**config.mk**
```make
export PLATFORM = sky130hd
export DESIGN_NAME = unicode_escape_to_utf8_unit
export DESIGN_NICKNAME = d
export VERILOG_FILES = /design/src/hdl/uetu_pkg.sv /design/src/hdl/uetu_front.sv /design/src/hdl/uetu_queue.sv /design/src/hdl/uetu_back.sv /design/src/hdl/unicode_escape_to_utf8_unit.sv
export VERILOG_INCLUDE_DIRS = /design/src /design/src/hdl
export SDC_FILE = /design/constraint.sdc
export NUM_CORES = 1
export LEC_CHECK = 0
export ABC_AREA = 1
export BUFFER_PORTS_ARGS = -buffer_cell sky130_fd_sc_hd__clkbuf_2
export CORE_MARGIN = 4
export CORE_UTILIZATION = 30
export DETAILED_ROUTE_END_ITERATION = 12
export GPL_TIMING_DRIVEN = 0
export RECOVER_POWER = 50
export SLEW_MARGIN = 10
export SYNTH_ARGS = -nofsm -noshare
export SYNTH_HDL_FRONTEND = slang
export SYNTH_SLANG_ARGS = --single-unit
export TNS_END_PERCENT = 100
```
**constraint.sdc**
```tcl
create_clock -name clk -period 3.4 [get_ports clk]
set_input_delay 0.17 -clock clk [delete_from_list [all_inputs] [get_ports clk]]
set_output_delay 0.17 -clock clk [all_outputs]
set_load 0.05 [all_outputs]
```
**src/hdl/unicode_escape_to_utf8_unit_macros.svh**
```systemverilog
// assertion macros for the unicode escape to utf-8 unit
`ifndef UNICODE_ESCAPE_TO_UTF8_UNIT_MACROS_SVH
`define UNICODE_ESCAPE_TO_UTF8_UNIT_MACROS_SVH

`ifndef SYNTH
`define UETU_ASSERT_IMP(label, clk, rst_n, cond, expr) \
    label: assert property (@(posedge clk) disable iff (!rst_n) (cond) |-> (expr)) \
        else $error("assertion failed");
`define UETU_ASSERT_NEXT(label, clk, rst_n, cond, expr) \
    label: assert property (@(posedge clk) disable iff (!rst_n) (cond) |=> (expr)) \
        else $error("assertion failed");
`else
`define UETU_ASSERT_IMP(label, clk, rst_n, cond, expr)
`define UETU_ASSERT_NEXT(label, clk, rst_n, cond, expr)
`endif

`endif

```
**src/hdl/uetu_pkg.sv**
```systemverilog
// shared types, constants and functions for the unicode escape to utf-8 unit
package uetu_pkg;

    localparam logic [7:0] BACKSLASH = 8'h5C;
    localparam logic [7:0] LETTER_U  = 8'h75;

    typedef struct packed {
        logic [2:0][7:0] bytes;
        logic            bad;
        logic [1:0]      cnt;
    } uetu_job_t;

    typedef struct packed {
        logic not_empty;
        logic full;
    } uetu_q_stat_t;

    typedef enum logic [2:0] {
        MODE_NORMAL = 3'b001,
        MODE_HELD   = 3'b010,
        MODE_DIGITS = 3'b100
    } uetu_mode_t;

    // {bad, nibble}
    function automatic logic [4:0] hex_value(input logic [7:0] b);
        logic [4:0] r;
        unique case (b) inside
            [8'h30:8'h39]: r = {1'b0, 4'(b - 8'h30)};
            [8'h61:8'h66]: r = {1'b0, 4'(b - 8'h61 + 8'd10)};
            [8'h41:8'h46]: r = {1'b0, 4'(b - 8'h41 + 8'd10)};
            default:       r = 5'b10000;
        endcase
        return r;
    endfunction

    function automatic uetu_job_t utf8_encode(input logic [15:0] cp, input logic bad);
        uetu_job_t j;
        j = '0;
        j.bad = bad;
        if (cp <= 16'h007F)
        begin
            j.bytes[0] = cp[7:0];
            j.cnt = 2'd1;
        end
        else if (cp <= 16'h07FF)
        begin
            j.bytes[0] = 8'hC0 | {3'b000, cp[10:6]};
            j.bytes[1] = 8'h80 | {2'b00, cp[5:0]};
            j.cnt = 2'd2;
        end
        else
        begin
            j.bytes[0] = 8'hE0 | {4'b0000, cp[15:12]};
            j.bytes[1] = 8'h80 | {2'b00, cp[11:6]};
            j.bytes[2] = 8'h80 | {2'b00, cp[5:0]};
            j.cnt = 2'd3;
        end
        return j;
    endfunction

endpackage

```
**src/hdl/uetu_front.sv**
```systemverilog
// front end: accepts input beats, tracks escape state, builds output jobs
module uetu_front
    import uetu_pkg::*;
(
    input  logic         clk,
    input  logic         rst_n,
    input  logic         s_axis_tvalid,
    output logic         s_axis_tready,
    input  logic [7:0]   s_axis_tdata,  // in_byte
    input  logic         s_axis_tuser,  // flush
    input  uetu_q_stat_t q_stat,
    output logic         q_push,
    output uetu_job_t    q_job
);

    uetu_mode_t  mode_reg, mode_next;
    logic [1:0]  count_reg, count_next;
    logic [11:0] accum_reg, accum_next;
    logic        err_reg, err_next;
    logic [4:0]  hv;
    logic        accept;

    assign s_axis_tready = !q_stat.full;
    assign accept = s_axis_tvalid && s_axis_tready;
    assign hv = hex_value(s_axis_tdata);

    always_comb
    begin
        mode_next  = mode_reg;
        count_next = count_reg;
        accum_next = accum_reg;
        err_next   = err_reg;
        q_push     = 1'b0;
        q_job      = '0;
        if (accept)
        begin
            if (s_axis_tuser)
            begin
                if (mode_reg == MODE_HELD)
                begin
                    q_push = 1'b1;
                    q_job.bytes[0] = BACKSLASH;
                    q_job.cnt = 2'd1;
                end
                mode_next  = MODE_NORMAL;
                count_next = '0;
                accum_next = '0;
                err_next   = 1'b0;
            end
            else
            begin
                unique case (mode_reg)
                    MODE_HELD:
                    begin
                        if (s_axis_tdata == LETTER_U)
                        begin
                            mode_next  = MODE_DIGITS;
                            count_next = '0;
                            accum_next = '0;
                            err_next   = 1'b0;
                        end
                        else if (s_axis_tdata == BACKSLASH)
                        begin
                            q_push = 1'b1;
                            q_job.bytes[0] = BACKSLASH;
                            q_job.cnt = 2'd1;
                        end
                        else
                        begin
                            q_push = 1'b1;
                            q_job.bytes[0] = BACKSLASH;
                            q_job.bytes[1] = s_axis_tdata;
                            q_job.cnt = 2'd2;
                            mode_next = MODE_NORMAL;
                        end
                    end
                    MODE_DIGITS:
                    begin
                        if (count_reg == 2'd3)
                        begin
                            q_push = 1'b1;
                            q_job = utf8_encode({accum_reg, hv[3:0]}, err_reg | hv[4]);
                            mode_next  = MODE_NORMAL;
                            count_next = '0;
                            accum_next = '0;
                            err_next   = 1'b0;
                        end
                        else
                        begin
                            accum_next = {accum_reg[7:0], hv[3:0]};
                            count_next = count_reg + 2'd1;
                            err_next   = err_reg | hv[4];
                        end
                    end
                    MODE_NORMAL:
                    begin
                        if (s_axis_tdata == BACKSLASH)
                        begin
                            mode_next = MODE_HELD;
                        end
                        else
                        begin
                            q_push = 1'b1;
                            q_job.bytes[0] = s_axis_tdata;
                            q_job.cnt = 2'd1;
                        end
                    end
                    default:
                    begin
                        mode_next = MODE_NORMAL;
                    end
                endcase
            end
        end
    end

    always_ff @(posedge clk or negedge rst_n)
    begin
        if (!rst_n)
        begin
            mode_reg  <= MODE_NORMAL;
            count_reg <= '0;
            accum_reg <= '0;
            err_reg   <= 1'b0;
        end
        else
        begin
            mode_reg  <= mode_next;
            count_reg <= count_next;
            accum_reg <= accum_next;
            err_reg   <= err_next;
        end
    end

endmodule

```
**src/hdl/uetu_queue.sv**
```systemverilog
// job queue between front end and output serializer
module uetu_queue
    import uetu_pkg::*;
#(
    parameter int DEPTH = 2
)
(
    input  logic         clk,
    input  logic         rst_n,
    input  logic         push,
    input  uetu_job_t    push_job,
    input  logic         pop,
    output uetu_job_t    head_job,
    output uetu_q_stat_t stat
);

    localparam int PTR_W = (DEPTH > 1) ? $clog2(DEPTH) : 1;
    localparam int CNT_W = $clog2(DEPTH + 1);

    uetu_job_t        mem [DEPTH];
    logic [PTR_W-1:0] wr_ptr_reg, rd_ptr_reg;
    logic [CNT_W-1:0] count_reg, count_next;

    assign head_job = mem[rd_ptr_reg];
    assign stat.not_empty = count_reg != '0;
    assign stat.full = count_reg == CNT_W'(DEPTH);

    always_comb
    begin
        count_next = count_reg;
        if (push && !pop)
            count_next = count_reg + CNT_W'(1);
        else if (pop && !push)
            count_next = count_reg - CNT_W'(1);
    end

    always_ff @(posedge clk)
    begin
        if (push)
            mem[wr_ptr_reg] <= push_job;
    end

    always_ff @(posedge clk or negedge rst_n)
    begin
        if (!rst_n)
        begin
            wr_ptr_reg <= '0;
            rd_ptr_reg <= '0;
            count_reg  <= '0;
        end
        else
        begin
            if (push)
                wr_ptr_reg <= (wr_ptr_reg == PTR_W'(DEPTH - 1)) ? '0 : wr_ptr_reg + PTR_W'(1);
            if (pop)
                rd_ptr_reg <= (rd_ptr_reg == PTR_W'(DEPTH - 1)) ? '0 : rd_ptr_reg + PTR_W'(1);
            count_reg <= count_next;
        end
    end

endmodule

```
**src/hdl/uetu_back.sv**
```systemverilog
// output serializer: sends one byte of the current job per beat
module uetu_back
    import uetu_pkg::*;
(
    input  logic         clk,
    input  logic         rst_n,
    input  uetu_job_t    head_job,
    input  uetu_q_stat_t q_stat,
    output logic         q_pop,
    output logic         m_axis_tvalid,
    input  logic         m_axis_tready,
    output logic [7:0]   m_axis_tdata,  // out_byte
    output logic         m_axis_tuser,  // bad_digit
    output logic         m_axis_tlast   // last
);

    uetu_job_t  job_reg;
    logic       valid_reg;
    logic [1:0] idx_reg;
    logic       beat;
    logic       last_byte;

    assign last_byte     = idx_reg == (job_reg.cnt - 2'd1);
    assign beat          = valid_reg && m_axis_tready;
    assign q_pop         = q_stat.not_empty && (!valid_reg || (beat && last_byte));
    assign m_axis_tvalid = valid_reg;
    assign m_axis_tdata  = job_reg.bytes[idx_reg];
    assign m_axis_tuser  = job_reg.bad;
    assign m_axis_tlast  = last_byte;

    always_ff @(posedge clk)
    begin
        if (q_pop)
            job_reg <= head_job;
    end

    always_ff @(posedge clk or negedge rst_n)
    begin
        if (!rst_n)
        begin
            valid_reg <= 1'b0;
            idx_reg   <= '0;
        end
        else
        begin
            if (q_pop)
            begin
                valid_reg <= 1'b1;
                idx_reg   <= '0;
            end
            else if (beat)
            begin
                if (last_byte)
                    valid_reg <= 1'b0;
                else
                    idx_reg <= idx_reg + 2'd1;
            end
        end
    end

endmodule

```
**src/hdl/unicode_escape_to_utf8_unit.sv**
```systemverilog
// top level: \uXXXX escape to utf-8 stream filter
// path: each job is registered in the job queue, then in the serializer's job register
// throughput: one input beat per cycle while the job queue has room
// output: one byte per cycle, sink permitting; an escape's last digit yields up to 3 beats
// reset: rst_n asynchronous active low, clears escape state, queue and output valid
module unicode_escape_to_utf8_unit
    import uetu_pkg::*;
#(
    parameter int QUEUE_DEPTH = 2
)
(
    input  logic       clk,
    input  logic       rst_n,
    input  logic       s_axis_tvalid,
    output logic       s_axis_tready,
    input  logic [7:0] s_axis_tdata,   // in_byte
    input  logic       s_axis_tuser,   // flush
    output logic       m_axis_tvalid,
    input  logic       m_axis_tready,
    output logic [7:0] m_axis_tdata,   // out_byte
    output logic       m_axis_tuser,   // bad_digit
    output logic       m_axis_tlast    // last
);

`include "unicode_escape_to_utf8_unit_macros.svh"

    uetu_q_stat_t q_stat;
    uetu_job_t    push_job, head_job;
    logic         q_push, q_pop;

    uetu_front u_front (
        .clk           (clk),
        .rst_n         (rst_n),
        .s_axis_tvalid (s_axis_tvalid),
        .s_axis_tready (s_axis_tready),
        .s_axis_tdata  (s_axis_tdata),
        .s_axis_tuser  (s_axis_tuser),
        .q_stat        (q_stat),
        .q_push        (q_push),
        .q_job         (push_job)
    );

    uetu_queue #(
        .DEPTH (QUEUE_DEPTH)
    ) u_queue (
        .clk      (clk),
        .rst_n    (rst_n),
        .push     (q_push),
        .push_job (push_job),
        .pop      (q_pop),
        .head_job (head_job),
        .stat     (q_stat)
    );

    uetu_back u_back (
        .clk           (clk),
        .rst_n         (rst_n),
        .head_job      (head_job),
        .q_stat        (q_stat),
        .q_pop         (q_pop),
        .m_axis_tvalid (m_axis_tvalid),
        .m_axis_tready (m_axis_tready),
        .m_axis_tdata  (m_axis_tdata),
        .m_axis_tuser  (m_axis_tuser),
        .m_axis_tlast  (m_axis_tlast)
    );

    `UETU_ASSERT_IMP(a_no_push_full, clk, rst_n, q_push, !q_stat.full)
    `UETU_ASSERT_IMP(a_no_pop_empty, clk, rst_n, q_pop, q_stat.not_empty)
    `UETU_ASSERT_NEXT(a_push_fills, clk, rst_n, q_push && !q_pop, q_stat.not_empty)

endmodule

```
* Word-level counts from Yosys, hierarchy flattened
Memories as Yosys holds them, arrays and structs flattened. A register that Yosys moved wholly into a read port is not among the register bits.
Cells that the tools add are included.
** Word-level totals
- Register bits after elaboration :: 25
- RAM bits :: 54
- Output and inout bits :: 12
- Logic and storage cells :: 132
- Memories kept :: 1
** Cells by class
- Add/subtract/negate cells :: 12
- Order comparisons :: 9
- Eq/ne operators :: 13
- Muxes and demuxes :: 64
- Bitwise operators :: 1
- Reductions and logical operators :: 23
** Memory list
- u_queue.mem :: words 2, bits a word 27, rd ports 1, clocked after Yosys merged registers in 1, write ports 1, line uetu_queue.sv:20 : uetu_job_t mem [DEPTH];
** Operator list (number)
- two-way mux 27 bit :: 2
- two-way mux 16 bit :: 3
- two-way mux 8 bit :: 6
- two-way mux 12 bit :: 3
- two-way mux 2 bit :: 12
- one-hot mux 12 bit (2 select lines) :: 1
- one-hot mux 8 bit (3 select lines) :: 1
- two-way mux 1 bit :: 21
- binary-select mux 8 bit (select 2 bit) :: 1
- == test 8 x 7 -> 1 bit (second input constant) :: 2
- >= comparator 8 x 7 -> 1 bit (second input constant) :: 2
- <= comparator 16 x 11 -> 1 bit (second input constant) :: 1
- <= comparator 16 x 7 -> 1 bit (second input constant) :: 1
- <= comparator 8 x 7 -> 1 bit (second input constant) :: 2
- one-hot mux 8 bit (2 select lines) :: 1
- two-way mux 3 bit :: 5
- one-hot mux 5 bit (3 select lines) :: 1
- two-way mux 14 bit :: 1
- subtractor 4 x 1 -> 4 bit (second input constant) :: 3
- logical AND 1 bit :: 9
- one-hot mux 3 bit (3 select lines) :: 1
- adder 4 bit (second input constant) :: 2
- >= comparator 8 x 6 -> 1 bit (second input constant) :: 1
- <= comparator 8 x 6 -> 1 bit (second input constant) :: 1
- other kinds (26) :: 39

* Longest topological paths before layout
- Depth in word-level cells :: 10
- Mapped depth :: 13
- Depth with buffers taken out :: 13

* By module
From an unflattened synthesis, not the netlist that was laid out.
** Unflattened totals
- Cells, all modules :: 476
- Area, all modules :: 5197.5 um^2
** By module, submodules not included
- uetu_queue :: times used 1, cells each 109, area an instance 2254.7 um^2, sequential area each 1721.7 um^2
- uetu_front :: times used 1, cells each 271, area an instance 1707.9 um^2, sequential area each 451.7 um^2
- uetu_back :: times used 1, cells each 96, area an instance 1234.9 um^2, sequential area each 885.8 um^2

* Worst setup path after synthesis
OpenSTA, ideal clock, no wires.
- Path type :: register to register
- From :: reg u_queue.count_reg[0]
- To :: mem u_queue.mem[1][0] (netlist name) (enable)
- Library setup time :: 0.410 ns
- Arrival time :: 2.558 ns
- Data required time :: 2.990 ns
- Setup slack :: 0.432 ns
- Stages on the path, launching flop included :: 9
- Buffers on the path :: 0
- Period minus slack after synthesis :: 2.968 ns
- Cell sequence :: dfrtp_1 > inv_1 > nand2_1 > nand2_1 > inv_1 > o21ai_0 > inv_1 > nand2_1 > nor2_1
** Between the ends
- Cells in the longest elaborated chain, start to end :: 6
** RTL lines
- start, declared :: line uetu_queue.sv:22 : logic [CNT_W-1:0] count_reg, count_next;
- start signal, assigned :: line uetu_queue.sv:57 : count_reg <= count_next;
- == test 2 bit :: line uetu_queue.sv:26 : assign stat.full = count_reg == CNT_W'(DEPTH);
- zero test 1 bit :: line uetu_front.sv:23 : assign s_axis_tready = !q_stat.full;
- net s_axis_tready :: line unicode_escape_to_utf8_unit.sv:15 : output logic s_axis_tready,
- logical AND 1 bit :: line uetu_front.sv:24 : assign accept = s_axis_tvalid && s_axis_tready;
- two-way mux 1 bit :: line uetu_front.sv:35 : if (accept)
- two-way mux 1 bit :: line uetu_queue.sv:39 : if (push)
- two-way mux 1 bit (implied by the code) :: line uetu_queue.sv:40 : mem[wr_ptr_reg] <= push_job;
- end, declared :: line uetu_queue.sv:20
The timed path passes the listed nets, and every way through them passes these cells.

* Final worst setup path
- From :: reg u_front.mode_reg[0]
- To :: mem u_queue.mem[0][7] (netlist name) (enable)
** Between the ends
- Cells in the longest elaborated chain, start to end :: 6
** RTL lines
- start, declared :: line uetu_front.sv:16 : uetu_mode_t mode_reg, mode_next;
- start signal, assigned :: line uetu_front.sv:128 : mode_reg <= mode_next;
- == test 3 x 1 -> 1 bit (tied with other cells) :: line uetu_front.sv:52 : unique case (mode_reg)
- one-hot mux 1 bit (3 select lines) or two-way mux 1 bit (tied branches) :: line uetu_front.sv:52, uetu_front.sv:39
- two-way mux 1 bit (*) :: line uetu_front.sv:37 : if (s_axis_tuser)
- two-way mux 1 bit (*) :: line uetu_front.sv:35
- two-way mux 1 bit (*) :: line uetu_queue.sv:39
- two-way mux 1 bit (implied by the code) (*) :: line uetu_queue.sv:40
Every way passes the cells marked *; elsewhere a longest branch is shown, timed or not.

==> results.md <==
- Synth Warn #: 0
- Vias in the first global route: 3184
- Reg2reg setup slack: 0.75 ns
- Final setup TNS: 0 ns
- Final Max Slew Viols: 25
- Synth Net Count: 513
- Post-synthesis sequential area ratio: 60.8%
- H-tree levels: 3
- I/O pins: 25
- Area leader, netlist: edfxtp_1
- Met3 Use GR: 2.34%
- Critical Path Source Type: register
- ANT cells: 0
- Post-synth EDFFs: 78
- Top_reg_cell synth: edfxtp_1
- Final period utilization: 78.0%
- Share of layout cells above drive strength 1: 11.4%
- Commonest non-fill, non-tap cell in the layout: nand2_1
- Critical path class: reg -> reg
- R2r worst-path depth: 7
- Bufs on Longest Clock Path: 2
- Final Non-Filler Cells: 752
- Die H: 136 um
- Seq cells post-synth: 103
- Max_cap viols: 1
- # DRC: 0
- Yosys top cell area share: 48.0%
- Vias: 3401
- Die width: 136 um
- Crit path time final: 2.65 ns
- Syn_area_per_cell: 9.89 um^2
- Worst Hold End: u_back.idx_reg[0]$_DFFE_PN0P_
- Fmax: 0.377 GHz
- Busiest grt layer: met2
- DRT Pass-1 Iters: 4
- Worst hold slack: 0.121 ns
- Setup crit end kind: register
- Reg2reg start: u_front.mode_reg[0]$_DFFE_PN1P_
- Placeable Area: 15900 um^2
- Final antenna-violating net count: 0
- Slew margin rel.: -0.110%
- CTS tree: built
- Drt first-iter violations: 260
- Final Power: 0.00437 W
- Final WL: 10.6 mm
- Half-perimeter wire length after placement: 8.27 mm
- Max VDD drop: 538 uV
- Synth-to-layout area growth: 13.7%
- Fin Clk Skew: 0.00824 ns
- Final nets: 550
- Row count: 46
- Root Driver: clkbuf_16
- First-pass GRT wire length: 16.7 mm
- CP required: 3.45 ns
- R2R Path End: u_queue.mem[0][7]$_DFFE_PP_
- Leak Pwr: 2.23 nW
- Vias per Instance: 4.52
- Grt total ovfl: 0
- Worst hold path cell count: 3
- Clock transition at path regs: 0.06 ns
- Die footprint: 18400 um^2
- Failing checks: max-capacitance violations, max-slew violations
- Number of flip-flops in the largest register: 52
- Port bufs: 23
- Routed len/inst: 14.1 um
- CTS Buf Count: 9
- Met1 Resource Use GR: 14.7%
- Largest net degree at the start of global routing: 27
- Number of placed instances, taps included: 735
- Worst-Margin Slew: 1.50 ns
- Met2 GRT Util: 20.1%
- Commonest cells after routing, fill and taps aside: 148 x nand2_1, 78 x edfxtp_1, 51 x inv_1, 36 x nor2_1, 31 x nand3_1
- Ys async rst share: 24.3%
- Endpoints failing setup: 0
- Outcome: finished with violations
- Critical path peak fanout: 16
- Yosys cell types: 43
- Post-layout utilization of the core: 34.8%
- Clk sink count: 103
- Area contributors post-synth: edfxtp_1 48%, dfrtp_1 12%, nand2_1 11%, inv_1 3.8%, nand3_1 3.1%
- Placer Congestion: 0.909
- RSZ-0062 raised after global routing: false
- Cell Pwr Density: 788 nW/um^2
- HP Class: in -> reg
- Hold_sp: m_axis_tready
- Mapped cell area: 4880 um^2
- Clock latency on the worst-skew pair: 0.34 ns
- Initial core utilization: 30.6%
- Final hold vios: 0
- Worst setup startpoint: u_front.mode_reg[0]$_DFFE_PN1P_
- Initial antenna violation count: 0
- GR Util All Layers: 12.0%
- Critical path data arrival time: 2.70 ns
- Post-Syn Instances: 494
[layout make-up]
type / count / area, um^2
Buffer: 13 / 57.6
Clock buffer: 13 / 260
Clock inverter: 3 / 25.0
Fill cell: 1624 / 10400
Inverter: 55 / 208
Multi-Input combinational cell: 323 / 1600
Sequential cell: 103 / 2970
Tap cell: 216 / 270
Timing Repair Buffer: 26 / 161
[cells in the mapped netlist (2+ instances only)]
| library cell | n |
|---|---|
| a21oi_1 | 19 |
| a22oi_1 | 3 |
| a31oi_1 | 2 |
| buf_2 | 3 |
| buf_4 | 2 |
| clkbuf_1 | 6 |
| dfrtp_1 | 24 |
| edfxtp_1 | 78 |
| ha_1 | 6 |
| inv_1 | 49 |
| inv_2 | 4 |
| nand2_1 | 144 |
| nand2_2 | 3 |
| nand2_4 | 2 |
| nand3_1 | 30 |
| nand3b_1 | 2 |
| nand4_1 | 5 |
| nor2_1 | 36 |
| nor2_2 | 5 |
| nor3_1 | 4 |
| o21ai_0 | 25 |
| o21ai_1 | 7 |
| o22ai_1 | 3 |
| o22ai_2 | 10 |
| xnor2_1 | 2 |
| xor2_1 | 3 |
[cells by family after synthesis]
group,count (synthesis),share of synthesized area (%)
AND/OR/NAND/NOR,238,21.4
XOR/XNOR,5,0.897
flip-flops,103,60.8
buffers and inverters,68,5.66
AO/OA/AOI/OAI,74,9.74
adder cells (fa/ha/maj),6,1.54
[routing by layer]
metal	vias up	part of all wire (%)
met5	-	0
met4	0	2.4
met3	17	3.7
met2	62	51
met1	1577	43
li1	1745	-
[metrics by stage]
step           worst slack (ns)  area, um^2
2_1_floorplan             0.432        4880
3_3_place_gp             -0.115        5270
3_5_place_dp              0.775        5320
4_1_cts                   0.761        5610
5_1_grt                   0.450        5550
6_report                  0.747        5550
[worst max-delay path, cell delays in order (launching register included)]
cell and delay [ns]:
dfstp_1 0.55, inv_1 0.08, nor3_2 0.43, nand2_1 0.23, nand4_1 0.15, nand2_1 0.14, nor2_2 0.55, buf_16 0.23
[worst max-delay path by stage]
| stage | end | slack (ns) | depth (start not counted) |
|---|---|---|---|
| after global routing | u_front.accum_reg[3]$_DFFE_PN0P_ | 0.45 | 11 |
| after detailed placement | u_queue.mem[0][7]$_DFFE_PP_ | 0.77 | 7 |
| after global placement | u_queue.mem[1][7]$_DFFE_PP_ | -0.11 | 6 |
| after CTS | u_queue.mem[0][7]$_DFFE_PP_ | 0.76 | 7 |
| final | u_queue.mem[0][7]$_DFFE_PP_ | 0.75 | 7 |
| after floorplan | u_queue.mem[1][0]$_DFFE_PP_ | 0.43 | 8 |
[repair_timing]
item | 4_1_cts | 5_1_grt
buffers inserted | 0 | 0
endpoints found under the hold margin | 24 | 0
endpoints found under the setup margin | 0 | 0
hold buffers | 1 | 0
resized for setup | 0 | 0
[where the power goes]
| group | switching (W) | total, W | internal (W) |
|---|---|---|---|
| combinational | 0.00117 | 0.00152 | 0.000355 |
| sequential | 0.000109 | 0.00190 | 0.00179 |
| clock | 0.000413 | 0.000954 | 0.000542 |
(Power assumes the default switching activity.)
